File: src/hdl/gtc_pkg.sv
package gtc_pkg;

    // Item operation codes
    localparam logic OP_ADD_EDGE = 1'b0;
    localparam logic OP_QUERY    = 1'b1;

    // Register index carried in paddr[2]
    localparam logic REG_VERTEX_COUNT = 1'b0;

    localparam int VC_BITS   = 7;
    localparam int TOTAL_BITS = 16;

    typedef enum logic [6:0] {
        ST_CLEAR = 7'b0000001,
        ST_IDLE  = 7'b0000010,
        ST_RD_A  = 7'b0000100,
        ST_WR_A  = 7'b0001000,
        ST_RD_B  = 7'b0010000,
        ST_WR_B  = 7'b0100000,
        ST_FLOOD = 7'b1000000
    } t_state;

    typedef struct packed {
        logic clear;       // restart marks at vertex 0
        logic pass_start;  // drop the change flag
        logic merge;       // fold the row read for the pending vertex
    } t_mark_cmd;

    typedef struct packed {
        logic changed;
        logic all_reached;
    } t_mark_stat;

endpackage

File: src/hdl/gtc_adj_ram.sv
module gtc_adj_ram #(
    parameter int DEPTH = 64,
    parameter int WIDTH = 64
) (
    input  logic                     i_clk,
    input  logic                     i_we,
    input  logic [$clog2(DEPTH)-1:0] i_waddr,
    input  logic [WIDTH-1:0]         i_wdata,
    input  logic [$clog2(DEPTH)-1:0] i_raddr,
    output logic [WIDTH-1:0]         o_rdata
);

    logic [WIDTH-1:0] r_mem [DEPTH];

    always_ff @(posedge i_clk) begin
        if (i_we) begin
            r_mem[i_waddr] <= i_wdata;
        end
    end

    always_ff @(posedge i_clk) begin
        o_rdata <= r_mem[i_raddr];
    end

endmodule

File: src/hdl/gtc_mark.sv
module gtc_mark #(
    parameter int MAX_VERTICES = 64,
    parameter int CW = 7
) (
    input  logic                            i_clk,
    input  logic                            i_rst_n,
    input  gtc_pkg::t_mark_cmd              i_cmd,
    input  logic [MAX_VERTICES-1:0]         i_row,
    input  logic [$clog2(MAX_VERTICES)-1:0] i_vtx,
    input  logic [CW-1:0]                   i_n,
    output gtc_pkg::t_mark_stat             o_stat
);

    import gtc_pkg::*;

    logic [MAX_VERTICES-1:0] r_marks;
    logic                    r_changed;
    logic [MAX_VERTICES-1:0] w_mask;
    logic [MAX_VERTICES-1:0] w_grown;

    always_comb begin
        for (int i = 0; i < MAX_VERTICES; i++) begin
            w_mask[i] = (CW'(i) < i_n);
        end
    end

    assign w_grown = r_marks | (i_row & w_mask);

    always_ff @(posedge i_clk) begin
        if (!i_rst_n) begin
            r_marks   <= '0;
            r_changed <= 1'b0;
        end else if (i_cmd.clear) begin
            r_marks   <= MAX_VERTICES'(1);
            r_changed <= 1'b0;
        end else if (i_cmd.pass_start) begin
            r_changed <= 1'b0;
        end else if (i_cmd.merge && r_marks[i_vtx]) begin
            // only a reached vertex spreads its neighbors
            r_marks <= w_grown;
            if (w_grown != r_marks) begin
                r_changed <= 1'b1;
            end
        end
    end

    assign o_stat.changed     = r_changed;
    assign o_stat.all_reached = ((r_marks & w_mask) == w_mask);

endmodule

File: src/hdl/graph_tree_connectivity_check.sv
// Undirected graph connectivity and tree test.
// Input channel: an item (operation, first/second vertex) is taken when start
// is high and busy is low. Operation add-edge sets both adjacency bits and
// counts the edge; operation query floods reachability from vertex 0.
// Result channel: o_done is high for one cycle with the item's result; the
// receiver cannot stall, so results must be taken as they come.
// An add-edge item with both endpoints in range does a read-modify-write of
// row a, then of row b, on the adjacency memory (states RD_A, WR_A, RD_B and
// WR_B); a refused edge shows its result in the cycle after acceptance.
// A query walks the memory rows once per pass (n reads, the last merge, the
// settle check), passes repeating until the marks settle or every vertex is
// reached: at most n-1 passes for n of 2 or more, one for n of one. The block
// takes one item at a time and is busy meanwhile, but not for a refused edge.
// vertex_count is written through the APB port at byte address 0. The user
// must write it only while idle; the block itself does not enforce this.
// Reset: a clearing pass zeroes every adjacency memory row, one row a cycle,
// with busy high; vertex_count returns to 1 and the edge count to 0.
module graph_tree_connectivity_check #(
    parameter int MAX_VERTICES    = 64,
    parameter int EDGE_COUNT_BITS = 16
) (
    input  logic        i_clk,
    input  logic        i_rst_n,
    input  logic        start,
    output logic        busy,
    input  logic        i_operation,
    input  logic [5:0]  i_first_vertex,
    input  logic [5:0]  i_second_vertex,
    output logic        o_done,
    output logic        o_edge_accepted,
    output logic        o_is_connected,
    output logic        o_is_tree,
    output logic [gtc_pkg::TOTAL_BITS-1:0] o_edge_total,
    input  logic        psel,
    input  logic        penable,
    input  logic        pwrite,
    input  logic [2:0]  paddr,
    input  logic [31:0] pwdata,
    output logic [31:0] prdata,
    output logic        pready
);

    import gtc_pkg::*;

    localparam int VW = $clog2(MAX_VERTICES);
    localparam int CW = (VW + 1 > VC_BITS) ? VW + 1 : VC_BITS;
    localparam int KW = (EDGE_COUNT_BITS > CW) ? EDGE_COUNT_BITS : CW;

    t_state                     r_state, n_state;
    logic [VW-1:0]              r_idx, n_idx;
    logic [VW-1:0]              r_a, n_a;
    logic [VW-1:0]              r_b, n_b;
    logic [CW-1:0]              r_v, n_v;
    logic                       r_rd_ok, n_rd_ok;
    logic [VW-1:0]              r_rd_v, n_rd_v;
    logic [EDGE_COUNT_BITS-1:0] r_count, n_count;
    logic [VC_BITS-1:0]         r_vc;
    logic                       r_done, n_done;
    logic                       r_acc, n_acc;
    logic                       r_conn, n_conn;
    logic                       r_tree, n_tree;

    logic [CW-1:0]           w_n;
    logic                    w_in_range;
    logic                    w_cfg_wr;
    logic                    w_we;
    logic [VW-1:0]           w_waddr;
    logic [VW-1:0]           w_raddr;
    logic [MAX_VERTICES-1:0] w_wdata;
    logic [MAX_VERTICES-1:0] w_rdata;
    logic [31:0]             w_total_ext;
    t_mark_cmd               w_mcmd;
    t_mark_stat              w_mstat;

    // clamp vertex_count into 1..MAX_VERTICES
    always_comb begin
        if (r_vc == '0) begin
            w_n = CW'(1);
        end else if (CW'(r_vc) > CW'(MAX_VERTICES)) begin
            w_n = CW'(MAX_VERTICES);
        end else begin
            w_n = CW'(r_vc);
        end
    end

    assign w_in_range = (CW'(i_first_vertex) < w_n) && (CW'(i_second_vertex) < w_n);
    assign w_cfg_wr   = psel && penable && pwrite && pready;

    always_comb begin
        n_state = r_state;
        n_idx   = r_idx;
        n_a     = r_a;
        n_b     = r_b;
        n_v     = r_v;
        n_rd_ok = 1'b0;
        n_rd_v  = r_rd_v;
        n_count = r_count;
        n_done  = 1'b0;
        n_acc   = r_acc;
        n_conn  = r_conn;
        n_tree  = r_tree;
        w_we    = 1'b0;
        w_waddr = r_a;
        w_wdata = '0;
        w_raddr = r_a;
        w_mcmd  = '0;
        unique case (r_state)
            ST_CLEAR: begin
                w_we    = 1'b1;
                w_waddr = r_idx;
                n_idx   = r_idx + 1'b1;
                if (r_idx == VW'(MAX_VERTICES - 1)) begin
                    n_state = ST_IDLE;
                end
            end
            ST_IDLE: begin
                if (start) begin
                    n_a = VW'(i_first_vertex);
                    n_b = VW'(i_second_vertex);
                    if (i_operation == OP_QUERY) begin
                        w_mcmd.clear = 1'b1;
                        n_v          = '0;
                        n_state      = ST_FLOOD;
                    end else if (w_in_range) begin
                        n_state = ST_RD_A;
                    end else begin
                        n_done = 1'b1;
                        n_acc  = 1'b0;
                        n_conn = 1'b0;
                        n_tree = 1'b0;
                    end
                end
            end
            ST_RD_A: begin
                w_raddr = r_a;
                n_state = ST_WR_A;
            end
            ST_WR_A: begin
                w_we    = 1'b1;
                w_waddr = r_a;
                w_wdata = w_rdata | (MAX_VERTICES'(1) << r_b);
                n_state = ST_RD_B;
            end
            ST_RD_B: begin
                w_raddr = r_b;
                n_state = ST_WR_B;
            end
            ST_WR_B: begin
                w_we    = 1'b1;
                w_waddr = r_b;
                w_wdata = w_rdata | (MAX_VERTICES'(1) << r_a);
                if (r_count != '1) begin
                    n_count = r_count + 1'b1;
                end
                n_done  = 1'b1;
                n_acc   = 1'b1;
                n_conn  = 1'b0;
                n_tree  = 1'b0;
                n_state = ST_IDLE;
            end
            ST_FLOOD: begin
                w_raddr      = r_v[VW-1:0];
                w_mcmd.merge = r_rd_ok;
                if (r_v < w_n) begin
                    n_rd_ok = 1'b1;
                    n_rd_v  = r_v[VW-1:0];
                    n_v     = r_v + 1'b1;
                end else if (!r_rd_ok) begin
                    // pass over: stop when settled or every vertex is reached
                    if (w_mstat.all_reached || !w_mstat.changed) begin
                        n_done  = 1'b1;
                        n_acc   = 1'b0;
                        n_conn  = w_mstat.all_reached;
                        n_tree  = w_mstat.all_reached &&
                                  (KW'(r_count) == KW'(w_n - 1'b1));
                        n_state = ST_IDLE;
                    end else begin
                        w_mcmd.pass_start = 1'b1;
                        n_v               = '0;
                    end
                end
            end
            default: begin
                n_state = ST_IDLE;
            end
        endcase
    end

    always_ff @(posedge i_clk) begin
        if (!i_rst_n) begin
            r_state <= ST_CLEAR;
            r_idx   <= '0;
            r_rd_ok <= 1'b0;
            r_count <= '0;
            r_vc    <= VC_BITS'(1);
            r_done  <= 1'b0;
        end else begin
            r_state <= n_state;
            r_idx   <= n_idx;
            r_rd_ok <= n_rd_ok;
            r_count <= n_count;
            r_done  <= n_done;
            if (w_cfg_wr && paddr[2] == REG_VERTEX_COUNT) begin
                r_vc <= pwdata[VC_BITS-1:0];
            end
        end
    end

    always_ff @(posedge i_clk) begin
        r_a    <= n_a;
        r_b    <= n_b;
        r_v    <= n_v;
        r_rd_v <= n_rd_v;
        r_acc  <= n_acc;
        r_conn <= n_conn;
        r_tree <= n_tree;
    end

    gtc_adj_ram #(
        .DEPTH (MAX_VERTICES),
        .WIDTH (MAX_VERTICES)
    ) u_ram (
        .i_clk   (i_clk),
        .i_we    (w_we),
        .i_waddr (w_waddr),
        .i_wdata (w_wdata),
        .i_raddr (w_raddr),
        .o_rdata (w_rdata)
    );

    gtc_mark #(
        .MAX_VERTICES (MAX_VERTICES),
        .CW           (CW)
    ) u_mark (
        .i_clk   (i_clk),
        .i_rst_n (i_rst_n),
        .i_cmd   (w_mcmd),
        .i_row   (w_rdata),
        .i_vtx   (r_rd_v),
        .i_n     (w_n),
        .o_stat  (w_mstat)
    );

    assign w_total_ext     = 32'(r_count);
    assign busy            = (r_state != ST_IDLE);
    assign o_done          = r_done;
    assign o_edge_accepted = r_acc;
    assign o_is_connected  = r_conn;
    assign o_is_tree       = r_tree;
    assign o_edge_total    = w_total_ext[TOTAL_BITS-1:0];
    assign pready          = 1'b1;
    assign prdata          = (paddr[2] == REG_VERTEX_COUNT) ? 32'(r_vc) : '0;

endmodule

File: config.mk
export PLATFORM = sky130hd
export DESIGN_NAME = graph_tree_connectivity_check
export DESIGN_NICKNAME = d
export VERILOG_FILES = /design/src/hdl/gtc_pkg.sv /design/src/hdl/gtc_adj_ram.sv /design/src/hdl/gtc_mark.sv /design/src/hdl/graph_tree_connectivity_check.sv
export SDC_FILE = /design/constraint.sdc
export NUM_CORES = 2
export LEC_CHECK = 0
export BUFFER_PORTS_ARGS = -buffer_cell sky130_fd_sc_hd__buf_4
export CAP_MARGIN = 20
export CORE_UTILIZATION = 45
export CTS_CLUSTER_SIZE = 14
export DETAILED_ROUTE_END_ITERATION = 10
export PLACE_DENSITY = 0.58
export SKIP_CTS_REPAIR_TIMING = 1
export SYNTH_ARGS = -nofsm -noshare
export SYNTH_HDL_FRONTEND = slang
export SYNTH_SLANG_ARGS = --single-unit
File: constraint.sdc
create_clock -name i_clk -period 6.75 [get_ports i_clk]
set_input_delay 1.0125 -clock i_clk [delete_from_list [all_inputs] [get_ports i_clk]]
set_output_delay 1.0125 -clock i_clk [all_outputs]
set_load 0.02 [all_outputs]
Yosys cells after proc, flatten, opt, wreduce, memory -nomap -nowiden
Memories as Yosys holds them, arrays and structs flattened. A register that Yosys moved wholly into a read port is not among the register bits.
Cells that the tools add are included.
{"block": "classes", "n_addsub": 4, "order_cmp": 69, "n_eq_ne": 25, "shift": 2, "mux": 58, "bitwise": 8, "n_reduce_logical": 25}
{"op": "$lt 6x7->1 const A", "count": 32}
{"op": "$or 64x64->64", "count": 3}
{"op": "$and 64x64->64", "count": 2}
{"op": "$pmux 64 s2", "count": 1}
{"op": "$shl 1x6->64 const A", "count": 2}
{"op": "$lt 5x7->1 const A", "count": 16}
{"op": "$mux 7", "count": 15}
{"op": "$eq 64x64->1", "count": 1}
{"op": "$ne 64x64->1", "count": 1}
{"op": "$lt 4x7->1 const A", "count": 8}
{"op": "$pmux 7 s6", "count": 1}
{"op": "$mux 1", "count": 32}
{"op": "$lt 3x7->1 const A", "count": 4}
{"op": "$pmux 6 s2", "count": 2}
{"op": "$add 16x1->16 const B", "count": 1}
{"op": "$eq 16x16->1", "count": 1}
{"op": "$ne 16x16->1 const B", "count": 1}
{"op": "$ne 2x2->1 const B", "count": 8}
{"op": "$lt 1x7->1 const A", "count": 2}
{"op": "$lt 2x7->1 const A", "count": 2}
{"op": "$lt 6x7->1", "count": 2}
{"op": "$pmux 7 s2", "count": 1}
{"op": "$reduce_and 2->1", "count": 7}
{"op": "$pmux 1 s3", "count": 4}
{"op": "31 further kinds", "count": 42}
{"block": "word_totals", "regBits": 131, "mem_bits_rw": 4096, "wordCells": 208, "n_memories": 1}
{"name": "u_ram.r_mem", "words": 64, "word_bits": 64, "read_ports": 1, "rd_clocked_by_memory_dff": 1, "wr": 1, "line_no": "gtc_adj_ram.sv:13", "text": "logic [WIDTH-1:0] r_mem [DEPTH];"}

Logic depth before layout (Yosys ltp)
{"block": "logic_depth", "word_depth": 15, "depth_mapped": 16, "mapped_depth_nobuf": 13}

Modules after synthesis
Synthesis repeated with hierarchy kept, for this count alone.
{"block": "hier_totals", "cells_unflattened": 8033, "area_unflattened_um2": 166586.0}
{"module": "gtc_adj_ram", "instances": 1, "cells_each": 6783, "area_each_um2": 156722.8}
{"module": "gtc_mark", "instances": 1, "cells_each": 642, "area_each_um2": 5034.8}
{"module": "graph_tree_connectivity_check", "instances": 1, "cells_each": 608, "area_each_um2": 4828.4}

Least setup slack after synthesis
OpenSTA, ideal clock, no wires.
{"block": "synth_timing", "kind": "register to register", "start": "register r_state[2]", "end": "memory u_ram.r_mem[24][0], enable pin", "setup_ns": 0.487, "t_arrival_ns": 5.151, "t_required_ns": 6.263, "path_slack_ns": 1.112, "stages_incl_launch_ff": 12, "path_buffers": 4, "cell_sequence": "dfxtp_1 buf_2 or3_1 buf_2 or4_1 clkinv_1 buf_2 buf_1 a221oi_1 nor2_1 nand2_1 nor2_1"}
{"block": "synth_between", "elab_chain_len": 5, "elab_cells_between_ends": 8}
{"element": "start: declaration", "line_no": "graph_tree_connectivity_check.sv:49", "text": "t_state r_state, n_state;"}
{"element": "start signal: assignment", "line_no": "graph_tree_connectivity_check.sv:198", "text": "r_state <= n_state;"}
{"element": "$eq 7x6->1 (tied with other cells)", "line_no": "graph_tree_connectivity_check.sv:107", "text": "unique case (r_state)"}
{"element": "$reduce_or 3->1 (no source line)"}
{"element": "$mux 1", "line_no": "graph_tree_connectivity_check.sv:107"}
{"element": "$mux 1", "line_no": "gtc_adj_ram.sv:16", "text": "if (i_we) begin"}
{"element": "$mux 1 (not written as such)", "line_no": "gtc_adj_ram.sv:17", "text": "r_mem[i_waddr] <= i_wdata;"}
{"element": "end: declaration", "line_no": "gtc_adj_ram.sv:13"}
Parallel ways exist; a longest one is shown, timed or not.

Worst setup path in the final report
{"block": "layout_timing", "start": "register r_state[2]", "end": "register u_ram.o_rdata[50] (read register of u_ram.r_mem)"}
{"block": "layout_between", "elab_chain_len": 2, "elab_cells_between_ends": 3}
{"element": "$eq 7x7->1 or $eq 7x5->1 (tied branches)", "line_no": "graph_tree_connectivity_check.sv:107"}
{"element": "$pmux 6 s2 *", "line_no": "graph_tree_connectivity_check.sv:107"}
{"element": "end: declaration", "line_no": "gtc_adj_ram.sv:10", "text": "output logic [WIDTH-1:0] o_rdata"}
Mark *: on every way between the ends. The rest lies on a longest branch, timed or not.
A chain may end at the register's enable or synchronous reset.

==> results.md <==
| Result | Value | Unit |
|:---|:---|:---|
| Initial cell density of the core | 0.452 | - |
| Routed Wire Length | 625 | mm |
| Wirelength per Cell | 35.5 | microns |
| Clock slew at the register clock pins of the worst setup and hold paths | 0.07 | ns |
| Core outline area | 385,000 | sq um |
| H-tree depth | 5 | - |
| Worst EP required | 7.70 | ns |
| Detail Placement HPWL | 332 | mm |
| Floorplan row count | 228 | - |
| CP Data Arrival Time | 6.45 | ns |
| Number of endpoints failing setup at the final stage | 0 | - |
| Power Density | 301 | nW/um^2 |
| Post-Syn Area | 174,000 | sq um |
| Worst hold path cell count | 1 | - |
| Worst Setup Path Type | reg2reg | - |
| Status | finished, final reports clean | - |
| Capturing point of the worst reg2reg path | u_ram.o_rdata[50] | - |
| Share of async-settable or async-resettable flops after synthesis | 0 | - |
| Floorplan die area | 389,000 | sq um |
| Most instantiated flip-flop cell in the synthesis netlist | sky130_fd_sc_hd__edfxtp_1 | - |
| Max-slew violation total from the final report | 0 | - |
| CTS sink count | 4,291 | - |
| Classification of the worst-slack hold path | in2reg | - |
| Timing endpoint of the critical path | u_ram.o_rdata[50] | - |
| FF-to-FF setup slack | 1.26 | ns |
| Crit-path max FO | 35 | - |
| Worst R2R Start | r_state[2] | - |
| Number of distinct library cell variants in the gate-level netlist after synthesis | 89 | - |
| Global-route total usage across every layer | 0.313 | - |
| Fill cell total of the finished layout | 31,400 | - |
| Multi-input gate area in the final layout | 43,500 | sq um |
| Flip-flop and latch count after synthesis | 4,291 | - |
| Reg2Reg Depth | 11 | - |
| Number of clock buffers inserted by TritonCTS | 434 | - |
| Leak Pwr | 0.0640 | uW |
| Clk_skew | 0.0554 | ns |
| Pwr Total | 60,000 | uW |
| Max-cap violations | 0 | - |
| Count of nets after finishing | 12,100 | - |
| Boundary Pins | 108 | - |
| Most frequent cells in the layout | sky130_fd_sc_hd__edfxtp_1, sky130_fd_sc_hd__nand2_1, sky130_fd_sc_hd__mux2i_1, sky130_fd_sc_hd__nand3_1, sky130_fd_sc_hd__clkbuf_16 | - |
| Post-Place Cells | 16,800 | - |
| Cells after Synth | 11,900 | - |
| Setup repair after global routing missed its margin | no | - |
| Die width | 624 | microns |
| Ordered cell list for the critical path | or3_1 -> o41ai_2 -> buf_4 -> a211o_4 -> buf_4 -> buf_4 -> nand2_1 -> nand3_1 -> a21oi_1 -> a2111oi_0 -> a22o_1 | - |
| Worst Setup SP | r_state[2] | - |
| Cell with the biggest individual delay on the critical path | sky130_fd_sc_hd__a2111oi_0 | - |
| Pin count of the biggest net entering global routing | 139 | - |
| Total congestion overflow after global routing | 0 | - |
| Fin Hold WS | 0.210 | ns |
| 1st-pass router iterations | 6 | - |
| Critical Path Start Type | flop | - |
| Root Driver | sky130_fd_sc_hd__clkbuf_16 | - |
| Avg Vias per Cell | 6.45 | - |
| GP Congestion | 0.932 | - |
| Longest individual stage delay on the worst path | 0.99 | ns |
| Critical path capture point type | flop | - |
| Achievable clock frequency | 182 | MHz |
| VDD IR max | 0.362 | mV |
| Share of the clock period used by the worst path | 0.814 | - |
| Clock period minus worst slack | 5.49 | ns |
| Number of global-route vias before repair | 106,000 | - |
| Most frequent standard cell in the layout excluding fill and tap cells | sky130_fd_sc_hd__edfxtp_1 | - |
| Max Root-Sink Buffers | 4 | - |
| Final standard cell utilization of the core | 0.516 | - |
| Tightest slew margin relative to the limit | 0.108 | - |
| Seq/Total Area, Yosys | 0.730 | - |
| EDFF count, synth | 4,124 | - |
| Sequential cell area | 127,000 | sq um |
| YS warnings | 0 | - |
| Setup tns final | 0 | ns |
| Fraction of layout instances using a drive strength above 1 | 0.115 | - |
| Layout Area Growth over Synthesis | 14.2 | % |
| CTS tree | done | - |
| Count of port buffers added during placement | 54 | - |
| Post-layout instance count excluding filler cells | 17,600 | - |
| Chip height | 624 | microns |
| Clock insertion delay at the later pin of the skew report | 1.02 | ns |
| Number of nets with antenna violations after routing | 0 | - |
| Residual DRC | 0 | - |
| Number of design-rule violations left by the first detailed-router iteration | 16,900 | - |
| Critical Path Most Common Cell | sky130_fd_sc_hd__buf_4 | - |
| Via Count | 114,000 | - |
| Tightest Pin Transition | 1.33 | ns |
| Final-report hold violation count | 0 | - |
| Number of antenna violations at the first check in global routing | 42 | - |
| First-pass GRT wire length | 851 | mm |
| Post-Synthesis Mean Instance Area | 14.6 | sq um |
==> area by class of cell <==
cell class	count	share of cell area
Timing Repair Buffer	550	0.0326
Tap cell	5175	0.0326
Multi-Input combinational cell	6585	0.219
Clock buffer	542	0.0583
Sequential cell	4291	0.639
Inverter	185	0.00352
Clock inverter	271	0.0145
Antenna cell	24	0.000302
==> per-stage QoR <==
step           setup slack [ns]  instance area, sq um
5_1_grt                    1.19                199000
4_1_cts                    1.40                199000
6_report                   1.26                199000
2_1_floorplan              1.11                174000
3_5_place_dp               1.58                184000
3_3_place_gp               1.55                184000
==> layer usage <==
metal  GRT usage  share of wire  vias up
li1            -              -    46400
met1       0.430           0.39    58400
met2       0.473           0.44     7351
met3      0.0770           0.12     1452
met4       0.138          0.050       32
met5           0        0.00041        -
==> cells in the mapped netlist (all sizes together), types with 9 or more instances <==
master / n / area [sq um]
a31o: 10 / 87.6
a32o: 16 / 160
nor3: 32 / 170
mux4: 21 / 473
o31ai: 20 / 164
nor2b: 21 / 131
o2111a: 111 / 1250
edfxtp: 4124 / 124000
xnor2: 14 / 123
nand3b: 9 / 67.6
o211ai: 15 / 118
or3: 17 / 106
and2: 24 / 150
a32oi: 24 / 210
ha: 21 / 263
o21a: 11 / 82.6
a211oi: 373 / 2810
mux2i: 1254 / 12600
a2111oi: 158 / 1380
a21oi: 311 / 1560
o32ai: 14 / 123
xor2: 16 / 140
and3: 27 / 169
mux2: 18 / 203
nor4: 52 / 325
nand2: 1971 / 7400
o2111ai: 14 / 123
a221oi: 20 / 175
a22oi: 30 / 225
a211o: 9 / 78.8
clkbuf: 365 / 1370
nor2: 301 / 1130
inv: 183 / 687
a21o: 13 / 97.6
o22ai: 130 / 813
nand4: 34 / 213
o21ai: 152 / 761
o221ai: 68 / 596
a31oi: 166 / 1040
dfxtp: 167 / 3340
nand3: 695 / 3480
buf: 504 / 2690
a22o: 33 / 289
a311oi: 242 / 2120
==> flip-flops by register name, indices dropped and copies added (netlist names), 6 cells and up <==
signal and count:
r_vc 7, r_b 6, r_a 6, u_ram.o_rdata 64
o_edge_total 16, r_v 7, u_mark.r_marks 64, r_rd_v 6
r_idx 6, r_state 7, u_ram.r_mem 4096
==> critical path: cells and delay by family (launching register included) <==
| family | cells | cell delay (ns) |
|---|---|---|
| AOI/OAI and AO/OA | 5 | 2.75 |
| buffers and inverters | 3 | 1.40 |
| and+or+nand+nor | 3 | 0.81 |
| DFF | 1 | 0.38 |
==> cell families (layout without fill, tap and decap cells) <==
kind of cell    after synthesis  in the layout  share of synthesized area
compound gates             1987           1987                     0.0846
xor+xnor                     30             30                    0.00151
fa+ha+maj                    25             25                    0.00174
buf+inv                    1054           1548                     0.0273
flops                      4291           4291                      0.730
mux                        1293           1293                     0.0760
other cells                   2             50                  0.0000431
simple gates               3224           3224                     0.0785
==> how the worst min path moves through the flow <==
stage	start	endpoint	slack, ns
finish	i_first_vertex[0]	r_a[0]	0.21
global route	i_first_vertex[0]	r_a[0]	0.19
CTS	i_first_vertex[0]	r_a[0]	0.16
detailed placement	u_mark.r_marks[30]	u_mark.r_marks[30]	0.48
global placement	u_mark.r_marks[30]	u_mark.r_marks[30]	0.47
floorplan	u_ram.o_rdata[17]	u_mark.r_marks[17]	0.45
==> power breakdown <==
part           switching, uW  internal (uW)
Clock                  10500          14000
Combinational           3480           1050
Sequential               676          30300
Total                  14600          45300
(Power assumes the default switching activity.)
